<file path="src/rtl/core/jlex_pkg.sv">
// types, codes and byte classification helpers for the json lexer with comments
package jlex_pkg;

  localparam int LEN_W    = 16;
  localparam int KIND_W   = 4;
  localparam int MODE_W   = 4;
  localparam int FIFO_AW  = 2;
  localparam int FIFO_DEPTH = 1 << FIFO_AW;

  localparam logic [LEN_W-1:0] LEN_MAX = {LEN_W{1'b1}};

  // lexer modes
  localparam logic [MODE_W-1:0] M_IDLE   = 4'd0;
  localparam logic [MODE_W-1:0] M_SPACE  = 4'd1;
  localparam logic [MODE_W-1:0] M_CR     = 4'd2;
  localparam logic [MODE_W-1:0] M_VALUE  = 4'd3;
  localparam logic [MODE_W-1:0] M_SLASH  = 4'd4;
  localparam logic [MODE_W-1:0] M_BADVAL = 4'd5;
  localparam logic [MODE_W-1:0] M_LINE   = 4'd6;
  localparam logic [MODE_W-1:0] M_BLOCKC = 4'd7;
  localparam logic [MODE_W-1:0] M_Q1     = 4'd8;
  localparam logic [MODE_W-1:0] M_Q2     = 4'd9;
  localparam logic [MODE_W-1:0] M_STR    = 4'd10;
  localparam logic [MODE_W-1:0] M_BSTR   = 4'd11;

  // token kinds
  localparam logic [KIND_W-1:0] K_SPACE    = 4'd0;
  localparam logic [KIND_W-1:0] K_NEWLINE  = 4'd1;
  localparam logic [KIND_W-1:0] K_LBRACKET = 4'd2;
  localparam logic [KIND_W-1:0] K_RBRACKET = 4'd3;
  localparam logic [KIND_W-1:0] K_LBRACE   = 4'd4;
  localparam logic [KIND_W-1:0] K_RBRACE   = 4'd5;
  localparam logic [KIND_W-1:0] K_COLON    = 4'd6;
  localparam logic [KIND_W-1:0] K_COMMA    = 4'd7;
  localparam logic [KIND_W-1:0] K_VALUE    = 4'd8;
  localparam logic [KIND_W-1:0] K_STRING   = 4'd9;
  localparam logic [KIND_W-1:0] K_BSTRING  = 4'd10;
  localparam logic [KIND_W-1:0] K_COMMENT  = 4'd11;
  localparam logic [KIND_W-1:0] K_BCOMMENT = 4'd12;
  localparam logic [KIND_W-1:0] K_INVALID  = 4'd13;

  // byte codes
  localparam logic [7:0] CH_TAB    = 8'h09;
  localparam logic [7:0] CH_LF     = 8'h0A;
  localparam logic [7:0] CH_CR     = 8'h0D;
  localparam logic [7:0] CH_SPACE  = 8'h20;
  localparam logic [7:0] CH_QUOTE  = 8'h22;
  localparam logic [7:0] CH_STAR   = 8'h2A;
  localparam logic [7:0] CH_COMMA  = 8'h2C;
  localparam logic [7:0] CH_SLASH  = 8'h2F;
  localparam logic [7:0] CH_COLON  = 8'h3A;
  localparam logic [7:0] CH_LBRACK = 8'h5B;
  localparam logic [7:0] CH_BSLASH = 8'h5C;
  localparam logic [7:0] CH_RBRACK = 8'h5D;
  localparam logic [7:0] CH_LBRACE = 8'h7B;
  localparam logic [7:0] CH_RBRACE = 8'h7D;

  localparam logic [1:0] QRUN_FULL = 2'd3;

  typedef struct packed {
    logic [MODE_W-1:0] mode;
    logic [LEN_W-1:0]  len;
    logic              esc;
    logic [1:0]        qrun;
    logic              pm;
    logic              clean;
  } lex_state_t;

  typedef struct packed {
    lex_state_t        state;
    logic              emit;
    logic [KIND_W-1:0] kind;
  } start_t;

  typedef struct packed {
    logic [KIND_W-1:0] kind;
    logic [LEN_W-1:0]  len;
    logic              last;
  } res_t;

  function automatic lex_state_t idle_state();
    lex_state_t s;
    s.mode  = M_IDLE;
    s.len   = '0;
    s.esc   = 1'b0;
    s.qrun  = 2'd0;
    s.pm    = 1'b0;
    s.clean = 1'b1;
    return s;
  endfunction

  function automatic logic [LEN_W-1:0] grow_len(input logic [LEN_W-1:0] len);
    return (len == LEN_MAX) ? len : len + LEN_W'(1);
  endfunction

  function automatic logic is_delim(input logic [7:0] b);
    return (b == CH_TAB) || (b == CH_LF) || (b == CH_CR) || (b == CH_SPACE) ||
           (b == CH_QUOTE) || (b == CH_COMMA) || (b == CH_COLON) ||
           (b == CH_LBRACK) || (b == CH_RBRACK) || (b == CH_LBRACE) ||
           (b == CH_RBRACE);
  endfunction

  // first byte of a token from idle
  function automatic start_t lex_start(input logic [7:0] b);
    start_t r;
    r.state = idle_state();
    r.emit  = 1'b0;
    r.kind  = K_INVALID;
    unique case (b)
      CH_SPACE, CH_TAB: begin r.state.mode = M_SPACE; r.state.len = LEN_W'(1); end
      CH_CR:     begin r.state.mode = M_CR;    r.state.len = LEN_W'(1); end
      CH_QUOTE:  begin r.state.mode = M_Q1;    r.state.len = LEN_W'(1); end
      CH_SLASH:  begin r.state.mode = M_SLASH; r.state.len = LEN_W'(1); end
      CH_LF:     begin r.emit = 1'b1; r.kind = K_NEWLINE;  end
      CH_LBRACK: begin r.emit = 1'b1; r.kind = K_LBRACKET; end
      CH_RBRACK: begin r.emit = 1'b1; r.kind = K_RBRACKET; end
      CH_LBRACE: begin r.emit = 1'b1; r.kind = K_LBRACE;   end
      CH_RBRACE: begin r.emit = 1'b1; r.kind = K_RBRACE;   end
      CH_COLON:  begin r.emit = 1'b1; r.kind = K_COLON;    end
      CH_COMMA:  begin r.emit = 1'b1; r.kind = K_COMMA;    end
      default:   begin r.state.mode = M_VALUE; r.state.len = LEN_W'(1); end
    endcase
    return r;
  endfunction

endpackage

</file>
<file path="src/rtl/core/json_lexer_with_comments_top.sv">
// top level of the streaming json lexer with comments and block strings
//
// usage
//   input channel: in_text_byte and in_final_byte, one byte per transaction,
//   handshake in_valid / in_stall. in_final_byte marks the last byte of the
//   text; any token still open is flushed after that byte and the lexer idles.
//   result channel: out_token_kind, out_token_length, out_last_of_run, one
//   token per transaction, handshake out_valid / out_stall. out_last_of_run
//   marks the last token that a given byte produced. a byte produces zero,
//   one or two tokens.
//   path: the byte is registered at acceptance, lexed from the input register
//   into a four entry result queue, and its first token is shown at the
//   queue head.
//   throughput: one byte per cycle while the input register advances;
//   a byte that yields two tokens takes two transactions of the result port.
//   stall: out_stall holds the queue head; once the queue holds more than
//   two tokens the input register stops advancing and in_stall rises.
//   reset: synchronous, active low; clears the lexer state to idle, the
//   input register and the result queue. no clearing pass is needed.
module json_lexer_with_comments_top (
  input  logic                        clk,
  input  logic                        rst_n,
  input  logic                        in_valid,
  output logic                        in_stall,
  input  logic [7:0]                  in_text_byte,
  input  logic                        in_final_byte,
  output logic                        out_valid,
  input  logic                        out_stall,
  output logic [jlex_pkg::KIND_W-1:0] out_token_kind,
  output logic [15:0]                 out_token_length,
  output logic                        out_last_of_run
);

  logic                         v1_r;
  logic [7:0]                   byte_r;
  logic                         fin_r;
  jlex_pkg::lex_state_t         state_r;
  jlex_pkg::lex_state_t         state_nxt;
  jlex_pkg::res_t               fifo_r [jlex_pkg::FIFO_DEPTH];
  logic [jlex_pkg::FIFO_AW-1:0] wr_ptr_r;
  logic [jlex_pkg::FIFO_AW-1:0] rd_ptr_r;
  logic [jlex_pkg::FIFO_AW:0]   cnt_r;

  logic                         adv;
  logic                         in_acc;
  logic                         out_acc;
  jlex_pkg::start_t             st;
  logic [jlex_pkg::LEN_W-1:0]   g;
  logic                         do_close;
  logic                         do_restart;
  logic [jlex_pkg::KIND_W-1:0]  close_kind;
  logic                         d_emit;
  logic [jlex_pkg::KIND_W-1:0]  d_kind;
  logic [jlex_pkg::KIND_W-1:0]  flush_kind;
  logic                         a_v;
  logic                         b_v;
  logic                         s_v;
  jlex_pkg::res_t               a_res;
  jlex_pkg::res_t               b_res;
  jlex_pkg::res_t               e0;
  jlex_pkg::res_t               e1;
  logic [1:0]                   n_push;

  assign adv      = v1_r && (cnt_r <= (jlex_pkg::FIFO_AW+1)'(jlex_pkg::FIFO_DEPTH - 2));
  assign in_stall = v1_r && !adv;
  assign in_acc   = in_valid && !in_stall;
  assign out_valid = (cnt_r != '0);
  assign out_acc  = out_valid && !out_stall;

  // per-byte lexer update
  always_comb begin
    state_nxt  = state_r;
    st         = jlex_pkg::lex_start(byte_r);
    g          = jlex_pkg::grow_len(state_r.len);
    do_close   = 1'b0;
    do_restart = 1'b0;
    close_kind = jlex_pkg::K_INVALID;
    d_emit     = 1'b0;
    d_kind     = jlex_pkg::K_INVALID;
    unique case (state_r.mode)
      jlex_pkg::M_IDLE: begin
        do_restart = 1'b1;
      end
      jlex_pkg::M_SPACE: begin
        if (byte_r == jlex_pkg::CH_SPACE || byte_r == jlex_pkg::CH_TAB) begin
          state_nxt.len = g;
        end else begin
          do_close   = 1'b1;
          close_kind = jlex_pkg::K_SPACE;
        end
      end
      jlex_pkg::M_CR: begin
        if (byte_r == jlex_pkg::CH_LF) begin
          d_emit    = 1'b1;
          d_kind    = jlex_pkg::K_NEWLINE;
          state_nxt = jlex_pkg::idle_state();
        end else begin
          do_close   = 1'b1;
          close_kind = jlex_pkg::K_NEWLINE;
        end
      end
      jlex_pkg::M_VALUE, jlex_pkg::M_BADVAL: begin
        if (jlex_pkg::is_delim(byte_r)) begin
          do_close   = 1'b1;
          close_kind = (state_r.mode == jlex_pkg::M_VALUE) ? jlex_pkg::K_VALUE
                                                          : jlex_pkg::K_INVALID;
        end else begin
          state_nxt.len = g;
        end
      end
      jlex_pkg::M_SLASH: begin
        if (byte_r == jlex_pkg::CH_SLASH) begin
          state_nxt.mode = jlex_pkg::M_LINE;
          state_nxt.len  = g;
        end else if (byte_r == jlex_pkg::CH_STAR) begin
          state_nxt.mode = jlex_pkg::M_BLOCKC;
          state_nxt.pm   = 1'b0;
          state_nxt.len  = g;
        end else if (jlex_pkg::is_delim(byte_r)) begin
          do_close   = 1'b1;
          close_kind = jlex_pkg::K_INVALID;
        end else begin
          state_nxt.mode = jlex_pkg::M_BADVAL;
          state_nxt.len  = g;
        end
      end
      jlex_pkg::M_LINE: begin
        if (byte_r == jlex_pkg::CH_CR || byte_r == jlex_pkg::CH_LF) begin
          do_close   = 1'b1;
          close_kind = jlex_pkg::K_COMMENT;
        end else begin
          state_nxt.len = g;
        end
      end
      jlex_pkg::M_BLOCKC: begin
        state_nxt.len = g;
        if (byte_r == jlex_pkg::CH_SLASH && state_r.pm) begin
          d_emit    = 1'b1;
          d_kind    = jlex_pkg::K_BCOMMENT;
          state_nxt = jlex_pkg::idle_state();
        end else begin
          state_nxt.pm = (byte_r == jlex_pkg::CH_STAR);
        end
      end
      jlex_pkg::M_Q1, jlex_pkg::M_STR: begin
        if (state_r.mode == jlex_pkg::M_Q1) begin
          state_nxt.clean = 1'b1;
          state_nxt.esc   = 1'b0;
        end
        if (state_r.mode == jlex_pkg::M_Q1 && byte_r == jlex_pkg::CH_QUOTE) begin
          state_nxt.mode = jlex_pkg::M_Q2;
          state_nxt.len  = g;
        end else begin
          state_nxt.mode = jlex_pkg::M_STR;
          if (byte_r < jlex_pkg::CH_SPACE) begin
            if (byte_r == jlex_pkg::CH_LF) begin
              do_close   = 1'b1;
              close_kind = jlex_pkg::K_INVALID;
            end else begin
              state_nxt.len   = g;
              state_nxt.clean = 1'b0;
            end
          end else if (state_nxt.esc) begin
            state_nxt.esc = 1'b0;
            state_nxt.len = g;
          end else if (byte_r == jlex_pkg::CH_QUOTE) begin
            d_emit    = 1'b1;
            d_kind    = state_nxt.clean ? jlex_pkg::K_STRING : jlex_pkg::K_INVALID;
            state_nxt = jlex_pkg::idle_state();
          end else begin
            state_nxt.esc = (byte_r == jlex_pkg::CH_BSLASH);
            state_nxt.len = g;
          end
        end
      end
      jlex_pkg::M_Q2: begin
        if (byte_r == jlex_pkg::CH_QUOTE) begin
          state_nxt.mode = jlex_pkg::M_BSTR;
          state_nxt.qrun = 2'd0;
          state_nxt.len  = g;
        end else begin
          do_close   = 1'b1;
          close_kind = jlex_pkg::K_STRING;
        end
      end
      jlex_pkg::M_BSTR: begin
        if (byte_r == jlex_pkg::CH_QUOTE) begin
          state_nxt.len = g;
          if (state_r.qrun != jlex_pkg::QRUN_FULL) begin
            state_nxt.qrun = state_r.qrun + 2'd1;
          end
        end else if (state_r.qrun != jlex_pkg::QRUN_FULL) begin
          state_nxt.qrun = 2'd0;
          state_nxt.len  = g;
        end else begin
          do_close   = 1'b1;
          close_kind = jlex_pkg::K_BSTRING;
        end
      end
      default: begin
        do_restart = 1'b1;
      end
    endcase

    if (do_close || do_restart) begin
      state_nxt = st.state;
    end

    case (state_nxt.mode)
      jlex_pkg::M_SPACE: flush_kind = jlex_pkg::K_SPACE;
      jlex_pkg::M_CR:    flush_kind = jlex_pkg::K_NEWLINE;
      jlex_pkg::M_VALUE: flush_kind = jlex_pkg::K_VALUE;
      jlex_pkg::M_LINE:  flush_kind = jlex_pkg::K_COMMENT;
      jlex_pkg::M_Q2:    flush_kind = jlex_pkg::K_STRING;
      jlex_pkg::M_BSTR:  flush_kind = (state_nxt.qrun == jlex_pkg::QRUN_FULL)
                                      ? jlex_pkg::K_BSTRING : jlex_pkg::K_INVALID;
      default:           flush_kind = jlex_pkg::K_INVALID;
    endcase

    a_v        = do_close || d_emit;
    a_res.kind = do_close ? close_kind : d_kind;
    a_res.len  = do_close ? state_r.len : g;
    a_res.last = 1'b0;

    s_v        = (do_close || do_restart) && st.emit;
    b_v        = s_v || (fin_r && state_nxt.mode != jlex_pkg::M_IDLE);
    b_res.kind = s_v ? st.kind : flush_kind;
    b_res.len  = s_v ? jlex_pkg::LEN_W'(1) : state_nxt.len;
    b_res.last = 1'b1;

    if (fin_r) begin
      state_nxt = jlex_pkg::idle_state();
    end

    e0      = a_v ? a_res : b_res;
    e0.last = !(a_v && b_v);
    e1      = b_res;
    n_push  = {1'b0, a_v} + {1'b0, b_v};
  end

  always_ff @(posedge clk) begin
    if (!rst_n) begin
      v1_r     <= 1'b0;
      state_r  <= jlex_pkg::idle_state();
      wr_ptr_r <= '0;
      rd_ptr_r <= '0;
      cnt_r    <= '0;
    end else begin
      if (in_acc) begin
        v1_r <= 1'b1;
      end else if (adv) begin
        v1_r <= 1'b0;
      end
      if (adv) begin
        state_r  <= state_nxt;
        wr_ptr_r <= wr_ptr_r + jlex_pkg::FIFO_AW'(n_push);
      end
      if (out_acc) begin
        rd_ptr_r <= rd_ptr_r + jlex_pkg::FIFO_AW'(1);
      end
      cnt_r <= cnt_r + (adv ? (jlex_pkg::FIFO_AW+1)'(n_push) : '0)
                     - (jlex_pkg::FIFO_AW+1)'(out_acc);
    end
  end

  always_ff @(posedge clk) begin
    if (in_acc) begin
      byte_r <= in_text_byte;
      fin_r  <= in_final_byte;
    end
    if (adv && n_push != 2'd0) begin
      fifo_r[wr_ptr_r] <= e0;
    end
    if (adv && n_push == 2'd2) begin
      fifo_r[wr_ptr_r + jlex_pkg::FIFO_AW'(1)] <= e1;
    end
  end

  assign out_token_kind   = fifo_r[rd_ptr_r].kind;
  assign out_token_length = fifo_r[rd_ptr_r].len;
  assign out_last_of_run  = fifo_r[rd_ptr_r].last;

`ifndef NO_ASSERTIONS
  a_cnt_bound: assert property (@(posedge clk) disable iff (!rst_n)
    cnt_r <= (jlex_pkg::FIFO_AW+1)'(jlex_pkg::FIFO_DEPTH))
    else $error("result queue overflow");

  a_fin_idle: assert property (@(posedge clk) disable iff (!rst_n)
    adv && fin_r |=> state_r.mode == jlex_pkg::M_IDLE)
    else $error("lexer not idle after final byte");

  a_flush_emits: assert property (@(posedge clk) disable iff (!rst_n)
    adv && fin_r && state_r.mode != jlex_pkg::M_IDLE |-> n_push != 2'd0)
    else $error("open token not flushed on final byte");
`endif

endmodule
</file>
<file path="config.mk">
export PLATFORM = sky130hd
export DESIGN_NAME = json_lexer_with_comments_top
export DESIGN_NICKNAME = d
export VERILOG_FILES = /design/src/rtl/core/jlex_pkg.sv /design/src/rtl/core/json_lexer_with_comments_top.sv
export SDC_FILE = /design/constraint.sdc
export NUM_CORES = 1
export LEC_CHECK = 0
export BUFFER_PORTS_ARGS = -buffer_cell sky130_fd_sc_hd__clkbuf_2
export CAP_MARGIN = 10
export CORE_MARGIN = 2
export CORE_UTILIZATION = 25
export CTS_BUF_LIST = sky130_fd_sc_hd__clkbuf_8
export DETAILED_ROUTE_END_ITERATION = 10
export PLACE_DENSITY_LB_ADDON = 0.1
export SYNTH_ARGS = -nofsm -noshare
export SYNTH_HDL_FRONTEND = slang
export SYNTH_SLANG_ARGS = --single-unit
</file>
<file path="constraint.sdc">
create_clock -name clk -period 8.1 [get_ports clk]
set_input_delay 0.405 -clock clk [delete_from_list [all_inputs] [get_ports clk]]
set_output_delay 0.405 -clock clk [all_outputs]
set_load 0.02 [all_outputs]
</file>
==> results of run 1 <==
## final cells by class
type	count	share of cell area (%)
inverter	16	0.698
timing repair buffer	40	2.47
antenna	1	0.0291
clock inverter	15	1.67
tap	396	5.76
multi-input combinational	569	46.5
clock buffer	17	2.72
sequential	128	40.1
## cells in the final DEF (no fill, tap or decap), types with 11 or more instances in the layout
master     n
dfxtp_1   39
o21ai_0   30
nor2b_1   21
edfxtp_1  89
a22oi_1   11
a21oi_1   36
mux4_2    21
nor3_1    17
and2_1    25
nor2_1    45
nand3_1   17
nand2b_1  12
clkbuf_8  17
nand2_1   74
or3_1     12
xnor2_1   13
o22ai_1   77
clkbuf_2  35
inv_1     15
## cells by family after synthesis
logic type	count (synthesis)	synth area share (%)
and+or+nand+nor	275	19.4
AOI/OAI and AO/OA	244	22.4
DFF	128	44.5
buffers and inverters	72	3.82
muxes	21	6.10
xor gates and xnor gates	19	2.15
adders and majority gates	10	1.68
## layer usage
layer / wire length (um) / vias to the layer above
met4: 329 / 0
li1: - / 2963
met1: 12100 / 3105
met2: 11800 / 240
met3: 1250 / 34
met5: 0 / -
## critical path: cells and delay by family (launching register included)
kind,cells,cell delay (ns)
and+or+nand+nor,6,3.71
AOI/OAI and AO/OA,3,0.91
DFF,1,0.67
adders and majority gates,1,0.25
buffers and inverters,1,0.12
## cells in the mapped netlist (7+ instances only)
cell	number	area, um^2
edfxtp_1	89	2670
o21ai_0	30	150
a21o_1	8	60.1
inv_1	15	56.3
or3_1	12	75.1
a31oi_1	7	43.8
a21boi_0	8	60.1
a21oi_1	36	180
nand4_1	8	50.1
nand2_1	74	278
a22oi_1	11	82.6
o22ai_1	77	482
xnor2_1	13	114
ha_1	8	100
nand3_1	17	85.1
nor2_1	45	169
o211ai_1	8	60.1
nor2b_1	21	131
nand2b_1	12	75.1
clkbuf_1	39	146
nor3_1	17	85.1
mux4_2	21	473
and2_1	25	156
dfxtp_1	39	781
buf_2	9	45.0
## registers in the layout, indices dropped and copies added (netlist names), named ones only
| register | cells |
|---|---|
| byte_r | 8 |
| wr_ptr_r | 2 |
| rd_ptr_r | 2 |
| fin_r | 1 |
| state_r | 25 |
| cnt_r | 3 |
| v1_r | 1 |
| fifo_r | 84 |
## final timing paths
check,startpoint,end,slack (ns),cells after the start
hold reg to reg,fifo_r[1][0],fifo_r[1][0],0.47,2
hold / removal,in_text_byte[3],byte_r[3],0.1,1
setup / recovery,byte_r[3],fifo_r[0][16],2.13,11
setup reg to reg,byte_r[3],fifo_r[0][16],2.13,11
## metrics by stage
step / std cells / setup WS (ns) / hold WS [ns] / instance area, um^2
finish: 1182 / 2.13 / 0.0979 / 8610
detailed placement: 1149 / 2.17 / 0.459 / 8230
CTS: 1181 / 2.15 / 0.0818 / 8610
floorplan: 769 / 3.89 / 0.437 / 7760
global placement: 1149 / 2.37 / 0.448 / 8230
global route: 1181 / 1.72 / 0.0824 / 8610
## report_power, final
| part | switching, mW | internal [mW] | leakage [nW] | total, mW |
|---|---|---|---|---|
| clock network | 0.332 | 0.228 | 0.186 | 0.560 |
| registers | 0.0348 | 0.739 | 1.16 | 0.774 |
| logic | 0.314 | 0.200 | 1.30 | 0.514 |
| total | 0.680 | 1.17 | 2.64 | 1.85 |
==> flow_summary_export.csv, run 1 <==
group,metric,value,unit
clock_network,path_clk_slew,0.12,ns
timing,fin_worst_skew,0.0413,ns
grt,grt_util_all_layers,15.6,%
worst_setup_path,cp_max_fo,22,
grt,antenna_found_initial,0,
worst_setup_path,required,8.28,ns
clock_network,cts_sinks,128,
power_and_ir_drop,power_density,215,nW/um^2
timing,setup-violations-final,0,
timing,period_share,73.7,%
clock_network,cts_made_buffers,17,
synthesis,synth-seq-area-share,44.5,%
timing,maxSlewHeadroom,26.0,%
finish,multi_input_area,4010,um^2
floorplan,rows,64,
clock_network,htreeDepth,4,
detailed_routing,vias,6342,
detailed_routing,via_per_inst,5.37,
worst_setup_path,crit_arrival,6.15,ns
worst_setup_path,start_kind,"flip-flop",
run_status,status,"complete, no violations",
clock_network,cts_setup_buffers,0,
detailed_routing,wl,25400,um
job,maxCapViolations,0,
grt,grt_max_degree,35,
timing,min_period,5.97,ns
clock_network,clock_latency,0.48,ns
clock_network,clock_tree.buffer_depth,2,
floorplan,die_area,32500,um^2
placed_design,dpl.hpwl,18700,um
grt,met3_usage,2.83,%
synthesis,synth_cell_types,93,
timing,setup_tns,0,ns
finish,synthToLayoutAreaGrowth,11.0,%
timing,tightest_slew,1.11,ns
synthesis,yosys_register_bits,128,
synthesis,async_flop_share,0,%
clock_network,ctsHoldBuffers,0,
hold_path,hp-class,"in2reg",
floorplan,start_util,25.4,%
detailed_routing,drtAntennaViolNets,0,
grt,busiest_layer,"met2",
clock_network,root_buffer,"clkbuf_8",
timing,hold_viol,0,
detailed_routing,wire_per_inst,21.5,um
synthesis,syn_nets,791,
timing,max_clock_freq,0.167,GHz
power_and_ir_drop,leakagePower,2.64,nW
finish,drive_gt1_share,17.7,%
synthesis,synth_flop_cell,"edfxtp_1",
timing,grt_setup_unrepaired,"false",
synthesis,syn_avg_cell_area,10.1,um^2
detailed_routing,drt_iter0_drc,468,
grt,grt_pass1_wl,39100,um
grt,grt_use_met1,21.8,%
worst_setup_path,max_stage_delay,0.90,ns
clock_network,cts_resized,0,
finish,fillers,3222,
synthesis,synth_area,7760,um^2
worst_setup_path,endpoint_kind,"flip-flop",
synthesis,synth-edff-count,89,
floorplan,die_h,180,um
synthesis,ys_warn_count,0,
floorplan,die_w,180,um
floorplan,io_pins,36,
worst_setup_path,cp_common_cell,"nand4_1",
detailed_routing,firstDrtPassIters,5,
placed_design,portBuffers,35,
power_and_ir_drop,finalPower,1.85,mW
clock_network,cts_tree,"built",
floorplan,coreArea,30600,um^2
worst_setup_path,cp_slowest_cell,"nand2_1",
grt,grt_util_met2,25.3,%
finish,regArea,3450,um^2
detailed_routing,drc,0,
finish,nNetsFinal,794,
placed_design,place.gp.congestion,0.847,
synthesis,syn_inst,769,
worst_setup_path,path_cells,"nor4b_2 > nand4_1 > a21oi_1 > o21bai_2 > nand4_1 > or2_2 > inv_2 > ha_1 > or4_1 > nand2_1 > a21boi_0",
grt,overflow,0,
grt,grt_pass1_vias,6337,
finish,postLayoutCoreUtil,28.1,%
worst_setup_path,path_class,"reg2reg",
power_and_ir_drop,vdd_drop_max,0.0785,mV
timing,drv_slew,0,
Note: power is estimated with default switching activity, not from simulation.
==> inputs of run 2 (changes only) <==
--- a/config.mk
+++ b/config.mk
@@ -5,6 +5,7 @@
 export SDC_FILE = /design/constraint.sdc
 export NUM_CORES = 1
 export LEC_CHECK = 0
+export ABC_AREA = 1
 export BUFFER_PORTS_ARGS = -buffer_cell sky130_fd_sc_hd__clkbuf_2
 export CAP_MARGIN = 10
 export CORE_MARGIN = 2
==> constraint.sdc (replaced) <==
create_clock -name clk -period 6.1 [get_ports clk]
set_input_delay 0.305 -clock clk [delete_from_list [all_inputs] [get_ports clk]]
set_output_delay 0.305 -clock clk [all_outputs]
set_load 0.02 [all_outputs]
==> flow_summary_export.csv, run 2 <==
group,metric,value,unit
run_status,status,"complete, no violations",
detailed_routing,vias,7087,
clock_network,ctsHoldBuffers,5,
finish,postLayoutCoreUtil,29.0,%
worst_setup_path,critical_path.top_delay_family,"simple AND/OR/NAND/NOR gates",
power_and_ir_drop,vdd_drop_max,0.130,mV
timing,drv_slew,0,
hold_path,min_from,"in_text_byte[5]",
floorplan,io_pins,36,
finish,layout_common_cells,"278 x nand2_1, 121 x o21ai_0, 119 x nor2_1, 108 x inv_1, 89 x edfxtp_1",
worst_setup_path,crit_cells,18,
synthesis,synth.area.top_cells,"edfxtp_1 34%, nand2_1 13%, dfxtp_1 10%",
timing,fin_worst_skew,0.0303,ns
synthesis,ys_warn_count,0,
clock_network,cts_setup_buffers,0,
clock_network,cts_tree,"built",
timing,period_share,83.6,%
worst_setup_path,start_kind,"flip-flop",
finish,drive_gt1_share,13.1,%
timing,setup-violations-final,0,
synthesis,synth-edff-count,89,
synthesis,yosys.area.top_type,"edfxtp_1",
worst_setup_path,crit_buf_inv,4,
worst_setup_path,max_stage_delay,0.93,ns
timing,min_period,5.10,ns
worst_setup_path,path_cells,"inv_2 > nand2_1 > nor2_4 > nand2_4 > nand3_2 > nand4_2 > nor2_4 > nand3_4 > o21ai_2 > inv_1 > a31oi_1 > nor2_1 > inv_1 > ha_1 > nand2_1 > nor3_1 > inv_1 > nand2_1",
synthesis,synth_area,7830,um^2
worst_setup_path,r2r_start,"byte_r[4]",
clock_network,htreeDepth,4,
worst_setup_path,endpoint_kind,"flip-flop",
power_and_ir_drop,power_density,291,nW/um^2
grt,overflow,0,
power_and_ir_drop,leakagePower,3.43,nW
worst_setup_path,rrSetupSlack,1.0,ns
timing,hold_viol,0,
finish,top_regs,"fifo_r (84), state_r (25), byte_r (8)",
hold_path,holdPathStages,1,
timing,tightest_slew,1.09,ns
synthesis,syn_avg_cell_area,7.46,um^2
timing,fin_ws,1.00,ns
clock_network,path_clk_slew,0.10,ns
placed_design,post-place-ws,0.996,ns
timing,maxSlewHeadroom,26.9,%
finish,nNetsFinal,1108,
hold_path,whs_endpoint,"byte_r[5]",
finish,fillers,3391,
grt,antenna_found_initial,0,
clock_network,cts_made_buffers,17,
detailed_routing,drt_iter0_drc,506,
job,maxCapViolations,0,
synthesis,syn_nets,1072,
finish,synthToLayoutAreaGrowth,13.7,%
detailed_routing,wire_per_inst,17.1,um
synthesis,ys_top_cells_by_count,"278 x nand2_1, 121 x o21ai_0, 119 x nor2_1",
placed_design,place.gp.congestion,0.855,
finish,regMostFlops,"fifo_r",
floorplan,die_w,181,um
synthesis,syn_inst,1050,
clock_network,clock_latency,0.46,ns
synthesis,synth_most_common_cell,"nand2_1",
worst_setup_path,path_class,"reg2reg",
finish,antennaDiodeCount,0,
clock_network,root_buffer,"clkbuf_8",
detailed_routing,drtAntennaViolNets,0,
floorplan,start_util,25.5,%
worst_setup_path,cp_max_fo,20,
detailed_routing,drc,0,
worst_setup_path,required,6.17,ns
grt,grt_max_degree,44,
worst_setup_path,reg2reg_depth,18,
synthesis,synth_flop_cell,"edfxtp_1",
finish,regArea,3450,um^2
hold_path,hp-class,"in2reg",
timing,hold_slack,0.0223,ns
clock_network,cts_resized,0,
synthesis,synth_cell_types,53,
timing,max_clock_freq,0.196,GHz
worst_setup_path,rr_endpoint,"fifo_r[2][12]",
floorplan,die_area,32800,um^2
finish,final_common_cell,"nand2_1",
grt,grt_pass1_wl,40600,um
worst_setup_path,cp_slowest_cell,"nand2_1",
placed_design,dpl.hpwl,19100,um
detailed_routing,via_per_inst,4.74,
placed_design,dp.cells,1458,
clock_network,clock_tree.buffer_depth,2,
finish,largest_register_ffs,84,
synthesis,synth-seq-area-share,44.1,%
synthesis,synth_top_area_share,34.1,%
timing,grt_setup_unrepaired,"false",
timing,setup_tns,0,ns
floorplan,rows,64,
grt,grt_util_all_layers,16.0,%
detailed_routing,wl,25600,um
finish,final_cells,1495,
placed_design,portBuffers,35,
detailed_routing,firstDrtPassIters,5,
synthesis,async_flop_share,0,%
floorplan,die_h,181,um
finish,multi_input_area,3790,um^2
grt,grt_pass1_vias,6875,
floorplan,coreArea,30700,um^2
synthesis,yosys_register_bits,128,
worst_setup_path,crit_arrival,5.17,ns
clock_network,cts_sinks,128,
[run 2: final cells by class]
type,instances,share of cell area [%]
repair buffers,51,3.46
well taps,396,5.56
multi-input cells,766,42.6
clock buffers,17,2.63
inverters,122,5.14
flip-flops and latches,128,38.8
clock inverters,15,1.88
[run 2: cells by family (layout without fill, tap and decap cells)]
family | Yosys count | in the layout | share of synthesized area (%)
compound gates | 244 | 244 | 17.8
xor+xnor | 9 | 9 | 1.01
fa+ha+maj | 9 | 9 | 1.53
buf+inv | 156 | 205 | 7.78
flops | 128 | 128 | 44.1
simple gates | 504 | 504 | 27.8
[run 2: worst register-to-register path: cells and delay by family (launching register included)]
family / cells / cell delay [ns]
AOI/OAI and AO/OA: 2 / 0.47
adders and majority gates: 1 / 0.14
buffers and inverters: 4 / 0.71
DFF: 1 / 0.47
and+or+nand+nor: 11 / 2.90
[run 2: worst max path at each step]
stage,from,end
after global placement,byte_r[6],fifo_r[1][8]
after global routing,byte_r[6],fifo_r[1][20]
after floorplan,byte_r[0],fifo_r[1][10]
after CTS,byte_r[6],fifo_r[2][16]
final,byte_r[4],fifo_r[2][12]
after detailed placement,byte_r[6],fifo_r[2][1]
[run 2: where the power goes]
part / total [mW] / internal (mW) / switching (mW)
clock network: 0.784 / 0.345 / 0.439
registers: 1.03 / 0.988 / 0.0390
logic: 0.780 / 0.216 / 0.564
total: 2.59 / 1.55 / 1.04
[run 2: metal layers]
layer  vias up  global-route usage [%]  wire length, um
met5         -                       0                0
met4         0                    3.87              286
met3        20                    2.12              909
met2       154                    24.4            11200
met1      3325                    23.8            13300
li1       3588                       -                -
[run 2: metrics by stage]
step / cell area, um^2 / power (mW)
floorplan: 7830 / 1.57
global placement: 8460 / 1.84
detailed placement: 8460 / 1.84
CTS: 8910 / 2.62
global route: 8910 / 2.75
finish: 8910 / 2.59
